--- src/design/sot_pkg.sv ---
package sot_pkg;

   localparam logic       SHAPE_BOX        = 1'b0;
   localparam logic       SHAPE_CIRCLE     = 1'b1;

   localparam logic [1:0] STATUS_INACTIVE  = 2'd0;
   localparam logic [1:0] STATUS_MOVABLE   = 2'd1;
   localparam logic [1:0] STATUS_IMMOVABLE = 2'd2;

   // Distances and limits at double scale are carried as 32-bit magnitudes.
   localparam int MAG_WIDTH  = 32;
   localparam int PROD_WIDTH = 2 * MAG_WIDTH;

   typedef struct packed {
      logic               a_shape;
      logic [1:0]         a_status;
      logic signed [31:0] a_center_x;
      logic signed [31:0] a_center_y;
      logic [30:0]        a_size_x;
      logic [30:0]        a_size_y;
      logic               b_shape;
      logic [1:0]         b_status;
      logic signed [31:0] b_center_x;
      logic signed [31:0] b_center_y;
      logic [30:0]        b_size_x;
      logic [30:0]        b_size_y;
   } req_type;

   typedef struct packed {
      logic overlap;
   } rsp_type;

   // Result of the geometry stage: either the answer is already known, or a
   // squared distance has still to be compared with a squared limit.
   typedef struct packed {
      logic                 decided;
      logic                 hit;
      logic [MAG_WIDTH-1:0] mag_x;
      logic [MAG_WIDTH-1:0] mag_y;
      logic [MAG_WIDTH-1:0] limit;
   } geom_type;

endpackage

--- src/design/sot_geom.sv ---
module sot_geom (
   input  sot_pkg::req_type  pair,
   output sot_pkg::geom_type geom
);
   import sot_pkg::*;

   // All coordinates at double scale: centre times two, full size as the half extent.
   logic signed [34:0] acx, acy, bcx, bcy;
   logic signed [34:0] asx, asy, bsx, bsy;
   logic               a_active, b_active, kill;
   logic               box_box, circ_circ, box_hit;
   logic signed [34:0] kx, ky, kw, kh, cx, cy;
   logic [30:0]        cd;
   logic signed [34:0] lo_dx, hi_dx, lo_dy, hi_dy;
   logic signed [34:0] clamp_dx, clamp_dy;
   logic signed [34:0] dx, dy;
   logic [33:0]        ux, uy;
   logic [31:0]        limit;
   logic               far;

   always_comb begin
      acx = {{2{pair.a_center_x[31]}}, pair.a_center_x, 1'b0};
      acy = {{2{pair.a_center_y[31]}}, pair.a_center_y, 1'b0};
      bcx = {{2{pair.b_center_x[31]}}, pair.b_center_x, 1'b0};
      bcy = {{2{pair.b_center_y[31]}}, pair.b_center_y, 1'b0};
      asx = {4'b0, pair.a_size_x};
      asy = {4'b0, pair.a_size_y};
      bsx = {4'b0, pair.b_size_x};
      bsy = {4'b0, pair.b_size_y};

      a_active = (pair.a_status == STATUS_MOVABLE) || (pair.a_status == STATUS_IMMOVABLE);
      b_active = (pair.b_status == STATUS_MOVABLE) || (pair.b_status == STATUS_IMMOVABLE);
      kill     = !a_active || !b_active ||
                 ((pair.a_status == STATUS_IMMOVABLE) && (pair.b_status == STATUS_IMMOVABLE));

      box_box   = (pair.a_shape == SHAPE_BOX) && (pair.b_shape == SHAPE_BOX);
      circ_circ = (pair.a_shape == SHAPE_CIRCLE) && (pair.b_shape == SHAPE_CIRCLE);

      // Touching intervals count as overlap.
      box_hit = !((acx + asx < bcx - bsx) || (acx - asx > bcx + bsx) ||
                  (acy + asy < bcy - bsy) || (acy - asy > bcy + bsy));

      if (pair.a_shape == SHAPE_BOX) begin
         kx = acx; ky = acy; kw = asx; kh = asy; cx = bcx; cy = bcy; cd = pair.b_size_x;
      end else begin
         kx = bcx; ky = bcy; kw = bsx; kh = bsy; cx = acx; cy = acy; cd = pair.a_size_x;
      end

      // Offset from the circle centre to its nearest point inside the box.
      lo_dx = kx - kw - cx;
      hi_dx = kx + kw - cx;
      lo_dy = ky - kh - cy;
      hi_dy = ky + kh - cy;
      if (lo_dx > 35'sd0) begin
         clamp_dx = lo_dx;
      end else if (hi_dx < 35'sd0) begin
         clamp_dx = hi_dx;
      end else begin
         clamp_dx = '0;
      end
      if (lo_dy > 35'sd0) begin
         clamp_dy = lo_dy;
      end else if (hi_dy < 35'sd0) begin
         clamp_dy = hi_dy;
      end else begin
         clamp_dy = '0;
      end

      if (circ_circ) begin
         dx    = acx - bcx;
         dy    = acy - bcy;
         limit = 32'(asx + bsx);
      end else begin
         dx    = clamp_dx;
         dy    = clamp_dy;
         limit = {1'b0, cd};
      end

      ux = dx[34] ? 34'(-dx) : dx[33:0];
      uy = dy[34] ? 34'(-dy) : dy[33:0];

      // The limit is below 2^32, so a component of 2^32 or more can never be inside it.
      far = (ux[33:32] != 2'b00) || (uy[33:32] != 2'b00);

      geom.decided = kill || box_box || far;
      geom.hit     = !kill && box_box && box_hit;
      geom.mag_x   = ux[31:0];
      geom.mag_y   = uy[31:0];
      geom.limit   = limit;
   end

endmodule
--- config.mk ---
export PLATFORM = sky130hd
export DESIGN_NAME = sot_geom
export DESIGN_NICKNAME = d
export VERILOG_FILES = /design/src/design/sot_pkg.sv /design/src/design/sot_geom.sv
export SDC_FILE = /design/constraint.sdc
export NUM_CORES = 2
export LEC_CHECK = 0
export ABC_AREA = 0
export BUFFER_PORTS_ARGS = -buffer_cell sky130_fd_sc_hd__buf_2
export CORE_AREA = 2 2 248 250
export DETAILED_ROUTE_END_ITERATION = 16
export DIE_AREA = 0 0 250 252
export PLACE_DENSITY_LB_ADDON = 0.2
export SYNTH_ARGS = -nofsm -noshare
export SYNTH_HDL_FRONTEND = slang
export SYNTH_SLANG_ARGS = --single-unit
--- constraint.sdc ---
create_clock -name vclk -period 7.99
set_clock_uncertainty 0.2 [all_clocks]
set_input_delay 0.799 -clock vclk [all_inputs]
set_output_delay 0.799 -clock vclk [all_outputs]
set_load 0.02 [all_outputs]
* Word level (Yosys, flattened, before mapping)
Cells that the tools add are included.
Cells by class: add/sub/neg operators 21, $mul 0, divide/modulo/power cells 0, magnitude comparators 8, equal/unequal tests 4, shift operators 0, multiplexer cells 16, bitwise gates (word level) 2, reductions and logical operators 21
Operators by type and width (number):
- 35-bit two-way mux | 10
- 35-bit subtractor | 6
- 33-bit by 32-bit adder with 34-bit output | 4
- 33-bit by 32-bit subtractor with 34-bit output | 4
- 31-bit two-way mux | 3
- 35-bit adder | 2
- 35-bit by 1-bit > comparator with 1-bit output, second input constant | 2
- 35-bit by 1-bit < comparator with 1-bit output, second input constant | 2
- 34-bit > comparator | 2
- 34-bit < comparator | 2
- 34-bit two-way mux | 2
- 34-bit negator | 2
- 33-bit by 33-bit subtractor with 34-bit output | 2
- 31-bit by 31-bit adder with 32-bit output | 1
- 32-bit two-way mux | 1
- 1-bit logical OR | 10
- 1-bit logical AND | 5
- 2-bit by 1-bit == test with 1-bit output, second input constant | 2
- 2-bit == test, second input constant | 2
- 1-bit zero test | 4
- 2-bit nonzero test | 2
- 1-bit inverter | 2
Word-level totals: flip-flop bits (word level) 0, bits in latches 0, bits in writable memories 0, bits in read-only memories 0, input bits 258, output and inout bits 98, word-level logic and storage cells 72, memories kept 0

* Longest topological paths before layout
depth in word-level cells 12, mapped depth 32, gate-level depth less buffers 30

* Worst setup path before layout
Ideal clock, no wire load.
kind input -> output, from input port pair[257] in the netlist's numbering, to output port geom[97] in the netlist's numbering, arrival 7.672 ns, data required time 6.991 ns, setup slack -0.681 ns, stages 30, path buffers 7, path through clkbuf_1 clkbuf_1 clkbuf_1 clkbuf_1 clkbuf_1 o21ai_0 ha_1 inv_1 fa_1 a211oi_1 o21ai_1 a2111oi_2 nor2_1 a31oi_1 xnor2_1 or4_1 nor4_1 and4_1 a21oi_2 buf_6 o221a_2 ha_1 inv_1 nor2_1 nor4bb_2 and2_1 buf_2 and3_1 a2111oi_0 nand4_1
RTL lines:
- from (decl) | RTL line sot_geom.sv:2 | input sot_pkg::req_type pair,
- to (decl) | RTL line sot_geom.sv:3 | output sot_pkg::geom_type geom

==> impl_metrics.ini <==
[floorplanning]
rows = 90
pin_count = 356
fp.coreArea_sq_um = 60130
design.die.area_sq_um = 63000
start_util_pct = 56.48
die_w_um = 250
fp.dieH_um = 252

[outcome]
status = finished with violations
violations = setup timing

[finish]
layout.nets = 6592
final_cell_area_sq_um = 43060
area_growth_pct = 26.79
seq_cell_count = 0
drive_gt1_share_pct = 24.01
seqCellArea_sq_um = 0
nFillCells = 5170
n_clock_buffer = 0
final_util_pct = 71.61

[logic_synthesis]
syn_area_per_cell_sq_um = 7.121
ys_types = 98
synth_nets = 5761
synth_cells = 4769
yosysWarnings = 0
synth_area_sq_um = 33960
yosysSeqAreaShare_pct = 0

[routing]
initialDrtViolationCount = 3130
met3_length_um = 7539
first_pass_iters = 7
wl_met2_um = 59350
highest_layer = met5
wl_um = 125300
vias_per_cell = 6.065
drc = 0
vias = 38720
drtAntennaViolNets = 0
wire_per_inst_um = 19.63
wl_met1_um = 52510

[timing]
fmax_mhz = 124.6
slew_violations = 0
layout_setup_ws_ns = -0.03305
setup_viol = 1
period_needed_ns = 8.023
max-slew-margin-rel_pct = 37.91
worst-slew-pin-transition_ns = 0.9314
finalHoldViolCount = 0
rsz0062_at_grt = yes
fin_crit_sh_pct = 100.4

[grt]
grt_pass1_wl_um = 191900
grt_pass1_vias = 37000
overflow = 0
antenna_found_initial = 7
grtUsageTotal_pct = 37.08
grt_max_degree = 37

[flow_run]
maxCapViolations = 0

[setup_path]
crit_slowest_cell = fa_1
cp-start-kind = primary input
required_ns = 6.99
worst_setup_path_end_kind = output pin
cpPeakStageDelay_ns = 0.41
critPathTopFamily = compound AO/OA/AOI/OAI gates
critPathKind = primary input to output pin
cp_num_buf_inv = 4
critPathMaxFanout = 6
crit_arrival_ns = 7.02

[place]
place_congestion = 1.018
dp_hpwl_um = 104900
placed_cell_area_sq_um = 40610
numPortBuffers = 356

[power_and_ir_drop]
p_sw_mw = 4.594
irDropWorstVdd_v = 0.0002052
internal_power_mw = 3.703
p_leak_nw = 21.36
combPwrFrac_pct = 100.0
p_clk_share_pct = 0
power_density_nw_per_um2 = 192.7
swShare_pct = 55.37
p_seq_share_pct = 0

[clock_network]
ctsHoldBuffers = 0

[worst_hold_path]
min-delay-path-class = primary input to output pin
## final timing paths
kind,depth (start not counted),to,startpoint
setup / recovery,30,geom[96],pair[62]
hold / removal,4,geom[6],pair[37]
## cell usage after synthesis (all sizes together) (38+ instances only)
master / instances / share of area [%]
ha: 661 / 24
inv: 447 / 4.9
a21oi: 421 / 6.2
nor2: 412 / 4.6
xnor2: 333 / 8.6
nand2: 285 / 3.2
o21ai: 246 / 3.6
a21o: 182 / 4.0
nor3: 133 / 2.0
xor2: 131 / 3.4
clkbuf: 126 / 1.4
o21a: 112 / 2.5
mux2i: 93 / 2.7
o21bai: 92 / 2.0
nand3: 88 / 1.3
nand2b: 75 / 1.4
fa: 73 / 4.3
nor2b: 70 / 1.3
mux2: 65 / 2.2
a31oi: 59 / 1.1
nand4: 59 / 1.1
or3: 47 / 0.87
a211oi: 46 / 1.0
and3: 42 / 0.77
o211ai: 39 / 0.86
o31ai: 38 / 0.88
## cell families after synthesis
| kind of cell | count (synthesis) | share of synthesized area (%) |
|---|---|---|
| XOR/XNOR | 464 | 11.97 |
| AO/OA/AOI/OAI | 1475 | 28.64 |
| adder cells (fa/ha/maj) | 734 | 28.66 |
| multiplexers | 158 | 4.907 |
| AND/OR/NAND/NOR | 1337 | 19.13 |
| buffers and inverters | 601 | 6.702 |
## timing repair
action | in CTS | in global routing
gates cloned | 4 | 4
resized for setup | 89 | 285
endpoints found under the setup margin | 37 | 48
buffers inserted | 11 | 35
pin swaps | 26 | 135
## per-layer routing
| metal | GRT usage (%) | vias up |
|---|---|---|
| met2 | 65.91 | 1374 |
| met4 | 14.15 | 8 |
| met3 | 2.187 | 322 |
| li1 | - | 18870 |
| met5 | 0 | - |
| met1 | 47.01 | 18140 |
## cells in the final DEF (no fill, tap or decap), types with 30 or more instances in the layout
| cell type | synthesis | layout |
|---|---|---|
| ha_1 | 661 | 626 |
| buf_4 | 0 | 592 |
| inv_1 | 447 | 446 |
| nor2_1 | 410 | 403 |
| a21oi_1 | 420 | 384 |
| buf_2 | 10 | 350 |
| xnor2_1 | 333 | 327 |
| nand2_1 | 284 | 277 |
| o21ai_0 | 236 | 209 |
| a21o_1 | 182 | 181 |
| nor3_1 | 133 | 127 |
| xor2_1 | 131 | 127 |
| o21a_1 | 112 | 110 |
| o21bai_1 | 92 | 90 |
| nand3_1 | 87 | 84 |
| mux2i_1 | 93 | 81 |
| nand2b_1 | 75 | 75 |
| nor2b_1 | 70 | 69 |
| fa_1 | 73 | 67 |
| nand4_1 | 59 | 59 |
| mux2_2 | 64 | 55 |
| a31oi_1 | 58 | 50 |
| or3_1 | 47 | 43 |
| and3_1 | 42 | 40 |
| o211ai_1 | 39 | 39 |
| a211oi_1 | 45 | 38 |
| a21oi_2 | 1 | 35 |
| ha_4 | 0 | 31 |
| and2_1 | 32 | 30 |
## cell type report
class,instances,area (sq um),area share (%)
Inverter,447,1680,3.902
Antenna cell,3,7.507,0.01743
Multi-Input combinational cell,4168,33470,77.74
Timing Repair Buffer,983,6919,16.07
Tap cell,782,978.4,2.272
## power groups by stage
| stage | clock network [mW] | logic [mW] | registers, mW |
|---|---|---|---|
| 2_1_floorplan | 0 | 4.45 | 0 |
| 3_3_place_gp | 0 | 7.44 | 0 |
| 3_5_place_dp | 0 | 7.49 | 0 |
| 4_1_cts | 0 | 7.66 | 0 |
| 5_1_grt | 0.0000000167 | 8.87 | 0 |
| 6_report | 0.000000224 | 8.30 | 0 |
## through the flow
stage	instances	worst slack, ns	hold slack, ns	power (mW)	setup TNS (ns)
5_1_grt	6381	-0.2803	1.836	8.875	-0.6874
3_3_place_gp	6328	-1.227	1.813	7.439	-2.227
6_report	6383	-0.03305	1.815	8.297	-0.03305
4_1_cts	6343	-0.02125	1.817	7.658	-0.02125
3_5_place_dp	6328	-1.243	1.815	7.493	-5.194
2_1_floorplan	4769	0.01293	1.567	4.445	0
No activity file was read; power rests on OpenSTA's default activity.
